`src/rtl/tdsc_pkg.sv`:
```
// Shared types, codes and decode helpers for the tensor descriptor stride checker.
package tdsc_pkg;

  // Dimension limits
  localparam int MAX_DIMS_DEF = 8;
  localparam int IDX_REACH    = 8;
  localparam int QUEUE_DEPTH  = 2;

  // Result status codes
  localparam logic [2:0] ST_OK       = 3'd0;
  localparam logic [2:0] ST_NDIMS    = 3'd1;
  localparam logic [2:0] ST_DTYPE    = 3'd2;
  localparam logic [2:0] ST_DIM      = 3'd3;
  localparam logic [2:0] ST_NEG      = 3'd4;
  localparam logic [2:0] ST_INCONSIS = 3'd5;
  localparam logic [2:0] ST_PROGRESS = 3'd6;
  localparam logic [2:0] ST_OVERFLOW = 3'd7;

  // Layout order codes
  localparam logic [1:0] ORD_ROW = 2'd0;
  localparam logic [1:0] ORD_COL = 2'd1;

  // Progress kind codes
  localparam logic [1:0] PK_NONE = 2'd0;
  localparam logic [1:0] PK_ROWS = 2'd1;
  localparam logic [1:0] PK_COLS = 2'd2;

  // Input item as it arrives on the port
  typedef struct packed {
    logic [2:0]         dim_index;
    logic signed [31:0] dim_size;
    logic signed [31:0] stride_in;
    logic [3:0]         dtype_code;
    logic [1:0]         order_code;
    logic [7:0]         dim_count;
    logic [1:0]         progress_kind;
    logic [31:0]        progress_stride;
    logic               is_last;
  } tdsc_in_t;

  // Result item
  typedef struct packed {
    logic [2:0]         status;
    logic [2:0]         out_index;
    logic signed [31:0] stride_out;
    logic               last_result;
  } tdsc_out_t;

  // Classified item passed from front to back
  typedef struct packed {
    logic               store_en;
    logic [2:0]         idx;
    logic signed [31:0] dim_size;
    logic signed [31:0] stride_in;
    logic               is_last;
    logic [7:0]         dim_count;
    logic               n_ok;
    logic               dtype_ok;
    logic [3:0]         elem_bytes;
    logic               order_ok;
    logic               order_col;
    logic [1:0]         progress_kind;
    logic [31:0]        progress_stride;
  } tdsc_ent_t;

  // Element size in bytes for a dtype code, zero for an unknown code
  function automatic logic [3:0] elem_bytes(input logic [3:0] code);
    logic [3:0] es;
    if (code <= 4'd4) begin
      es = 4'd1;
    end else if (code <= 4'd6) begin
      es = 4'd2;
    end else if (code <= 4'd9) begin
      es = 4'd4;
    end else if (code <= 4'd12) begin
      es = 4'd8;
    end else begin
      es = 4'd0;
    end
    return es;
  endfunction

endpackage

```
`src/rtl/tdsc_back.sv`:
```
// Back end: stores dimensions, runs the checks and the stride fill, emits results.
module tdsc_back import tdsc_pkg::*; #(
  parameter int MAX_DIMS = MAX_DIMS_DEF
) (
  input  logic      clk,
  input  logic      rst_n,
  input  logic      pop_valid,
  output logic      pop_ready,
  input  tdsc_ent_t pop_ent,
  output logic      out_valid,
  input  logic      out_stall,
  output tdsc_out_t out_item
);

  localparam int STORE_DEPTH = (MAX_DIMS < IDX_REACH) ? MAX_DIMS : IDX_REACH;
  localparam int IDX_W       = (STORE_DEPTH > 1) ? $clog2(STORE_DEPTH) : 1;
  localparam int CNT_W       = $clog2(STORE_DEPTH + 1);

  // Sequencer states
  localparam logic [3:0] S_LOAD = 4'd0;
  localparam logic [3:0] S_VAL  = 4'd1;
  localparam logic [3:0] S_INIT = 4'd2;
  localparam logic [3:0] S_MUL  = 4'd3;
  localparam logic [3:0] S_DST  = 4'd4;
  localparam logic [3:0] S_PROG = 4'd5;
  localparam logic [3:0] S_PCHK = 4'd6;
  localparam logic [3:0] S_EMIT = 4'd7;
  localparam logic [3:0] S_ERR  = 4'd8;

  localparam logic [61:0] I32_MAX = 62'h7FFF_FFFF;

  // Dimension stores, entries not valid read as zero
  logic signed [31:0]     size_mem   [STORE_DEPTH];
  logic signed [31:0]     stride_mem [STORE_DEPTH];
  logic [STORE_DEPTH-1:0] valid_r;

  logic [3:0]         state_r, state_nxt;
  logic [IDX_W-1:0]   k_r, k_nxt;
  logic [CNT_W-1:0]   n_r, n_nxt;
  logic [3:0]         es_r, es_nxt;
  logic               order_ok_r, order_ok_nxt;
  logic               order_col_r, order_col_nxt;
  logic [1:0]         pkind_r, pkind_nxt;
  logic [31:0]        pstride_r, pstride_nxt;
  logic signed [31:0] cur_r, cur_nxt;
  logic [61:0]        prod_r, prod_nxt;
  logic [2:0]         err_r, err_nxt;
  logic               out_valid_r, out_valid_nxt;
  tdsc_out_t          out_item_r, out_item_nxt;

  logic               we_size;
  logic               we_stride;
  logic               set_valid;
  logic               clr_valid;
  logic [IDX_W-1:0]   wr_idx;
  logic signed [31:0] wr_size;
  logic signed [31:0] wr_stride;

  logic signed [31:0] rd_size;
  logic signed [31:0] rd_stride;
  logic [IDX_W-1:0]   last_idx;
  logic               at_end;
  logic               out_free;

  assign rd_size   = valid_r[k_r] ? size_mem[k_r] : '0;
  assign rd_stride = valid_r[k_r] ? stride_mem[k_r] : '0;
  assign last_idx  = IDX_W'(n_r - CNT_W'(1));
  assign at_end    = order_col_r ? (k_r == last_idx) : (k_r == '0);
  assign out_free  = !out_valid_r || !out_stall;
  assign out_valid = out_valid_r;
  assign out_item  = out_item_r;

  // Sequence load, check, fill, progress check and emission
  always_comb begin
    state_nxt     = state_r;
    k_nxt         = k_r;
    n_nxt         = n_r;
    es_nxt        = es_r;
    order_ok_nxt  = order_ok_r;
    order_col_nxt = order_col_r;
    pkind_nxt     = pkind_r;
    pstride_nxt   = pstride_r;
    cur_nxt       = cur_r;
    prod_nxt      = prod_r;
    err_nxt       = err_r;
    out_valid_nxt = out_valid_r && out_stall;
    out_item_nxt  = out_item_r;
    pop_ready     = 1'b0;
    we_size       = 1'b0;
    we_stride     = 1'b0;
    set_valid     = 1'b0;
    clr_valid     = 1'b0;
    wr_idx        = k_r;
    wr_size       = pop_ent.dim_size;
    wr_stride     = pop_ent.stride_in;

    unique case (state_r)
      S_LOAD: begin
        pop_ready = 1'b1;
        wr_idx    = IDX_W'(pop_ent.idx);
        if (pop_valid) begin
          if (pop_ent.store_en) begin
            we_size   = 1'b1;
            we_stride = 1'b1;
            set_valid = 1'b1;
          end
          if (pop_ent.is_last) begin
            n_nxt         = CNT_W'(pop_ent.dim_count);
            es_nxt        = pop_ent.elem_bytes;
            order_ok_nxt  = pop_ent.order_ok;
            order_col_nxt = pop_ent.order_col;
            pkind_nxt     = pop_ent.progress_kind;
            pstride_nxt   = pop_ent.progress_stride;
            k_nxt         = '0;
            if (!pop_ent.n_ok) begin
              err_nxt   = ST_NDIMS;
              state_nxt = S_ERR;
            end else if (!pop_ent.dtype_ok) begin
              err_nxt   = ST_DTYPE;
              state_nxt = S_ERR;
            end else begin
              state_nxt = S_VAL;
            end
          end
        end
      end
      S_VAL: begin
        // Check one dimension per cycle
        if (rd_size <= 32'sd0) begin
          err_nxt   = ST_DIM;
          state_nxt = S_ERR;
        end else if (rd_stride < 32'sd0) begin
          err_nxt   = ST_NEG;
          state_nxt = S_ERR;
        end else if (k_r == last_idx) begin
          if (!order_ok_r) begin
            err_nxt   = ST_INCONSIS;
            state_nxt = S_ERR;
          end else begin
            k_nxt     = order_col_r ? '0 : last_idx;
            state_nxt = S_INIT;
          end
        end else begin
          k_nxt = k_r + IDX_W'(1);
        end
      end
      S_INIT: begin
        // Seed the innermost stride with the element size when it is zero
        if (rd_stride == 32'sd0) begin
          cur_nxt   = signed'({28'd0, es_r});
          wr_stride = signed'({28'd0, es_r});
          we_stride = 1'b1;
        end else begin
          cur_nxt = rd_stride;
        end
        state_nxt = at_end ? S_PROG : S_MUL;
      end
      S_MUL: begin
        prod_nxt  = cur_r[30:0] * rd_size[30:0];
        k_nxt     = order_col_r ? k_r + IDX_W'(1) : k_r - IDX_W'(1);
        state_nxt = S_DST;
      end
      S_DST: begin
        // Fill or confirm the next stride against the packed product
        if (prod_r > I32_MAX) begin
          err_nxt   = ST_OVERFLOW;
          state_nxt = S_ERR;
        end else if (rd_stride == 32'sd0) begin
          cur_nxt   = signed'(prod_r[31:0]);
          wr_stride = signed'(prod_r[31:0]);
          we_stride = 1'b1;
          state_nxt = at_end ? S_PROG : S_MUL;
        end else if ($unsigned(rd_stride) < prod_r[31:0]) begin
          err_nxt   = ST_INCONSIS;
          state_nxt = S_ERR;
        end else begin
          cur_nxt   = rd_stride;
          state_nxt = at_end ? S_PROG : S_MUL;
        end
      end
      S_PROG: begin
        if (pkind_r == PK_NONE) begin
          k_nxt     = '0;
          state_nxt = S_EMIT;
        end else if ((pstride_r == 32'd0) ||
                     ((pkind_r != PK_ROWS) && (pkind_r != PK_COLS)) ||
                     ((pkind_r == PK_COLS) && (n_r <= CNT_W'(1)))) begin
          err_nxt   = ST_PROGRESS;
          state_nxt = S_ERR;
        end else begin
          k_nxt     = (pkind_r == PK_COLS) ? IDX_W'(1) : '0;
          state_nxt = S_PCHK;
        end
      end
      S_PCHK: begin
        if ($unsigned(rd_stride) != pstride_r) begin
          err_nxt   = ST_PROGRESS;
          state_nxt = S_ERR;
        end else begin
          k_nxt     = '0;
          state_nxt = S_EMIT;
        end
      end
      S_EMIT: begin
        // Emit one stride per dimension as the output frees up
        if (out_free) begin
          out_valid_nxt            = 1'b1;
          out_item_nxt.status      = ST_OK;
          out_item_nxt.out_index   = 3'(k_r);
          out_item_nxt.stride_out  = rd_stride;
          out_item_nxt.last_result = (k_r == last_idx);
          if (k_r == last_idx) begin
            clr_valid = 1'b1;
            state_nxt = S_LOAD;
          end else begin
            k_nxt = k_r + IDX_W'(1);
          end
        end
      end
      S_ERR: begin
        if (out_free) begin
          out_valid_nxt            = 1'b1;
          out_item_nxt.status      = err_r;
          out_item_nxt.out_index   = 3'd0;
          out_item_nxt.stride_out  = '0;
          out_item_nxt.last_result = 1'b1;
          clr_valid                = 1'b1;
          state_nxt                = S_LOAD;
        end
      end
      default: begin
        state_nxt = S_LOAD;
      end
    endcase
  end

  // Control registers
  always_ff @(posedge clk) begin
    if (!rst_n) begin
      state_r     <= S_LOAD;
      out_valid_r <= 1'b0;
      valid_r     <= '0;
    end else begin
      state_r     <= state_nxt;
      out_valid_r <= out_valid_nxt;
      if (clr_valid) begin
        valid_r <= '0;
      end else if (set_valid) begin
        valid_r[wr_idx] <= 1'b1;
      end
    end
  end

  // Payload registers
  always_ff @(posedge clk) begin
    k_r         <= k_nxt;
    n_r         <= n_nxt;
    es_r        <= es_nxt;
    order_ok_r  <= order_ok_nxt;
    order_col_r <= order_col_nxt;
    pkind_r     <= pkind_nxt;
    pstride_r   <= pstride_nxt;
    cur_r       <= cur_nxt;
    prod_r      <= prod_nxt;
    err_r       <= err_nxt;
    out_item_r  <= out_item_nxt;
  end

  // Dimension store writes
  always_ff @(posedge clk) begin
    if (we_size) begin
      size_mem[wr_idx] <= wr_size;
    end
    if (we_stride) begin
      stride_mem[wr_idx] <= wr_stride;
    end
  end

endmodule

```
`config.mk`:
```
export PLATFORM = sky130hd
export DESIGN_NAME = tdsc_back
export DESIGN_NICKNAME = d
export VERILOG_FILES = /design/src/rtl/tdsc_pkg.sv /design/src/rtl/tdsc_back.sv
export SDC_FILE = /design/constraint.sdc
export NUM_CORES = 2
export LEC_CHECK = 0
export BUFFER_PORTS_ARGS = -buffer_cell sky130_fd_sc_hd__buf_4
export CAP_MARGIN = 20
export CELL_PAD_IN_SITES_DETAIL_PLACEMENT = 1
export CELL_PAD_IN_SITES_GLOBAL_PLACEMENT = 2
export CORE_ASPECT_RATIO = 0.7
export CORE_MARGIN = 4
export CORE_UTILIZATION = 40
export DETAILED_ROUTE_END_ITERATION = 8
export MAX_ROUTING_LAYER = met4
export PLACE_DENSITY_LB_ADDON = 0.1
export SLEW_MARGIN = 5
export SYNTH_ARGS = -nofsm -noshare
export SYNTH_HDL_FRONTEND = slang
export SYNTH_SLANG_ARGS = --single-unit
```
`constraint.sdc`:
```
create_clock -name clk -period 24 [get_ports clk]
set_input_delay 2.4 -clock clk [delete_from_list [all_inputs] [get_ports clk]]
set_output_delay 2.4 -clock clk [all_outputs]
set_load 0.02 [all_outputs]
```
Word level (Yosys, flattened, before mapping) --
Memories as Yosys holds them, arrays and structs flattened. A register that Yosys moved wholly into a read port is not among the register bits. Cells that the tools add are included.
Storage, ports and cells: logic and storage cells 181, bits of input ports 123, output and inout port bits 41, memory bits (writable) 512, flip-flop bits (word level) 195, memories kept 2
Operators by class: $mul 1, eq/ne operators 34, multiplexer cells 88, reduce and logical (&&, ||, !) cells 26, $lt $le $gt $ge 8, add/sub/neg operators 3, bitwise operators 2
Memory list:
- size_mem | words 8, width 32, read ports 1, clocked after memory_dff 1, wr ports 1, line tdsc_back.sv:33 | logic signed [31:0] size_mem [STORE_DEPTH];
- stride_mem | words 8, width 32, read ports 1, clocked after memory_dff 1, wr ports 1, line tdsc_back.sv:34 | logic signed [31:0] stride_mem [STORE_DEPTH];
Operator list (count):
- $mux W32 | 5
- $mux W31 | 4
- $mux W3 | 31
- $mux W39 | 2
- $pmux W39 S2 | 1
- $mux W4 | 17
- $logic_not A32 Y1 | 2
- $pmux W32 S2 | 1
- $gt A62 B31 Y1 const B | 1
- $mul A31 B31 Y62 | 1
- $pmux W31 S2 | 1
- $pmux W4 S9 | 1
- $le A32 B1 Y1 const B | 1
- $lt A32 B1 Y1 const B | 1
- $lt A32 B32 Y1 | 1
- $ne A32 B32 Y1 | 1
- $ne A2 B2 Y1 const B | 14
- $mux W1 | 19
- $ne A3 B3 Y1 const B | 6
- $pmux W3 S6 | 1
- $eq A4 B3 Y1 const B | 4
- $pmux W3 S5 | 1
- $reduce_and A11 Y1 | 1
- $reduce_and A10 Y1 | 1
- other kinds (30) | 44

Depth between registers and ports, before layout --
word-level depth 9, depth in mapped cells 35, mapped depth without buffers 28

Worst setup path before layout --
Ideal clock, no wire load.
path kind register to register, start reg k_r[1], end reg prod_r[47], data pin, slack 14.838 ns, clock period less this slack 9.162 ns, library setup time 0.259 ns, cell stages (with the launch flop) 35, arrival 8.903 ns, path buffers 6, required time 23.741 ns, cells stage by stage edfxtp_1 -> buf_2 -> mux4_2 -> mux2i_1 -> buf_2 -> buf_2 -> buf_2 -> buf_1 -> nor2_1 -> clkbuf_1 -> and2_1 -> fa_1 -> inv_1 -> fa_1 -> inv_1 -> fa_1 -> inv_1 -> fa_1 -> inv_1 -> fa_1 -> fa_1 -> fa_1 -> inv_1 -> fa_1 -> inv_1 -> ha_1 -> nand2_1 -> or3_1 -> or3_1 -> o2111ai_1 -> nand2_1 -> o31a_1 -> o211ai_1 -> a21oi_1 -> xnor2_1
On the way: cells in the longest elaborated chain, start to end 4
RTL lines:
- from (decl) | line tdsc_back.sv:38 | logic [IDX_W-1:0] k_r, k_nxt;
- from (signal assigned) | line tdsc_back.sv:256 | k_r <= k_nxt;
- $bmux W1 S3 | line tdsc_back.sv:65 | assign rd_size = valid_r[k_r] ? size_mem[k_r] : '0;
- $mux W1 (implied by the code) | line tdsc_back.sv:65
- $mux W32 | line tdsc_back.sv:65
- $mul A31 B31 Y62 | line tdsc_back.sv:159 | prod_nxt = cur_r[30:0] * rd_size[30:0];
- to (signal assigned) | line tdsc_back.sv:264 | prod_r <= prod_nxt;
- to (decl) | line tdsc_back.sv:46 | logic [61:0] prod_r, prod_nxt;
No other way between the ends. The select of a mux whose other input is x is not followed. A chain may end at the register's enable or synchronous reset.

Worst setup path after layout --
start reg k_r[1], end reg prod_r[54], data pin
Same word-level chain as after synthesis.

==> metrics.txt <==
fin. max-slew vios=0; Critical Path Most Common Cell=fa_1; outcome=finished, final reports clean; gr usage total=26.17%; average instance area after synthesis=11.75 um^2; crit path DAT=11590 ps; top sig layer=met4; RSZ-0062 raised after global routing=no; crit share post-route=46.70%; maximum resistive drop on vdd=0.04626 mV; Initial DRC Count=3471; die area=0.1588 mm^2; FFs w/ async S/R, synth=0%; Design Area, Final=0.06701 mm^2; Root Driver=clkbuf_16; Core Area=0.1508 mm^2; H-tree depth=3; antenna-violating nets left=0; WL met2=82830 um; Yosys cell types=88; share of cells above drive strength 1=11.23%; Worst Setup Start Kind=flip-flop; Worst Tran Pin Value=1188 ps; first-pass GRT wire length=295900 um; CTS buffer count=71; Max-slew headroom=19.76%; Tmin final=11210 ps; Setup CP Type=flip-flop to flip-flop; met1 wire length=98070 um; register area share after synthesis=34.72%; Post-Route WL=197800 um; Rows=119; CTS max path bufs=3; largest net degree at the start of global routing=80; synthesized cell area=0.06094 mm^2; post-CTS resize count=0; total gr overflow=0; EDFF count, synth=694; # port buffers=159; Leakage=28.76 nW; Worst EP required=24380 ps; max-cap viol count=0; slowest stage cell, crit path=edfxtp_1; met3 wire length=14360 um; WL/cell=27.09 um; hold_buf cts=0; worst hold-check path type=flip-flop to flip-flop; CTS sink cnt=710; flops & latches, synth=710; Syn Nets=6441; clock transition at the registers of the reported paths=60 ps; via count=39768; vias per std cell=5.447; Final HPWL DP=144300 um; Setup Buffers After CTS=0; Initial Util=40.40%; worst skew pair latency=680 ps; initial antenna violation count=10; area share of the largest cell type after synthesis=34.20%; die width=474.5 um; Synth area leader=edfxtp_1; RePlAce Congestion=0.8796; clock skew=41.27 ps; vias in the first global route=42783; crit path max fanout=31; placed cell area=0.06454 mm^2; Ports=164; # DRC=0; final setup vio count=0; NumNets Final=6496; Die Ht=334.6 um; TritonCTS clock tree=built; Fin. Hold Viols=0; Synth area leaders=edfxtp_1, fa_1, ha_1; power density over cell area=49.66 mW/mm^2; final setup TNS=0 ps; Synth Warn #=0; Area Growth Syn to Fin=9.960%; Synth Instances=5187; final design utilization=44.43%; Fmax achieved=0.08922 GHz; CP peak stage delay=820 ps; Top FF cell, synth=edfxtp_1; DR pass1 iterations=5; Setup crit end kind=flip-flop; Tot Pwr=3.328 mW
worst max-delay path: cells and delay by family (launching register included):
kind	cells	cell delay [ps]
AND/OR/NAND/NOR	5	860
AO/OA/AOI/OAI	5	1870
multiplexers	2	1370
adder cells (fa/ha/maj)	9	4580
buffers and inverters	6	1160
flip-flops	1	820
XOR/XNOR	1	160
worst paths after layout:
| path | start | slack, ps | cells past startpoint | end |
|---|---|---|---|---|
| setup / recovery | k_r[1] | 12790 | 28 | prod_r[54] |
| hold / removal | valid_r[7] | 470 | 2 | valid_r[7] |
| setup reg to reg | k_r[1] | 12790 | 28 | prod_r[54] |
| hold reg to reg | valid_r[7] | 470 | 2 | valid_r[7] |
metrics by stage:
stage	hold WS [ps]	instances	setup WS, ps
2_1_floorplan	434.8	5187	14840
3_3_place_gp	444.5	7158	12990
3_5_place_dp	459.8	7162	12910
4_1_cts	480.9	7292	12840
5_1_grt	508.3	7296	12290
6_report	473.8	7301	12790
sequential cells by signal, indices dropped and copies added (netlist names), 2 cells and up, named ones only:
register / flops
valid_r: 8
n_r: 4
cur_r: 31
pkind_r: 2
size_mem: 256
prod_r: 62
stride_mem: 256
err_r: 3
es_r: 4
k_r: 3
out_item: 39
state_r: 4
pstride_r: 32
power by group:
| group | internal [mW] | total [mW] | switching (mW) |
|---|---|---|---|
| sequential | 1.40 | 1.41 | 0.0188 |
| clock | 0.663 | 1.18 | 0.520 |
| combinational | 0.277 | 0.730 | 0.453 |
| total | 2.34 | 3.33 | 0.992 |
layout by cell type (no fill, tap or decap), drive strengths merged, types with 14 or more instances in the layout:
cell,n
xnor2,42
a21oi,113
dfxtp,16
mux2,15
clkinv,33
a21o,61
ha,294
o21a,15
a211oi,14
and3,43
nand4,30
mux2i,80
a22o,28
mux4,125
and2,502
nor4,53
inv,826
buf,275
a31oi,16
o22ai,18
nand3,39
edfxtp,694
xor2,33
nor2,147
fa,837
nor3,66
nand2,546
clkbuf,85
o21ai,70
cell type report:
cell class / count / area, um^2
Fill cell: 15931 / 83820
Multi-Input combinational cell: 3358 / 35720
Sequential cell: 710 / 21170
Inverter: 824 / 3094
Tap cell: 1996 / 2497
Timing Repair Buffer: 277 / 2100
Clock buffer: 83 / 1822
Clock inverter: 47 / 596.8
Antenna cell: 6 / 15.01
synthesized netlist by cell type, types with 9 or more instances:
cell      count
nor3b_1      12
clkbuf_1    240
and2_1      502
buf_6         9
edfxtp_1    694
nand2b_1     12
nand2_1     546
fa_1        837
inv_1       822
nor2b_1       9
a22o_1       28
a211oi_1     14
o22ai_1      18
and3_1       43
nand3_1      39
o21a_1       15
a21oi_1     112
a21o_1       61
o211ai_1     10
nor2_1      147
mux4_2      125
buf_2        26
ha_1        294
dfxtp_1      16
o31ai_1       9
nor3_1       65
o21ai_0      67
xnor2_1      42
a31oi_1      16
mux2_2       12
nand4_1      30
xor2_1       33
and4_1        9
buf_1        12
nor4_1       52
mux2i_1      78
layer usage:
metal / up-vias / GRT usage (%)
met5: - / -
li1: 17197 / -
met1: 21310 / 40.91
met3: 159 / 4.197
met4: 0 / 3.548
met2: 1102 / 36.58
logic make-up after synthesis:
kind of cell | synth area share (%)
xor+xnor | 1.078
mux | 6.256
buf+inv | 7.147
simple gates | 12.53
compound gates | 4.731
flops | 34.72
fa+ha+maj | 33.53
Power figures use the tool's default switching activity.
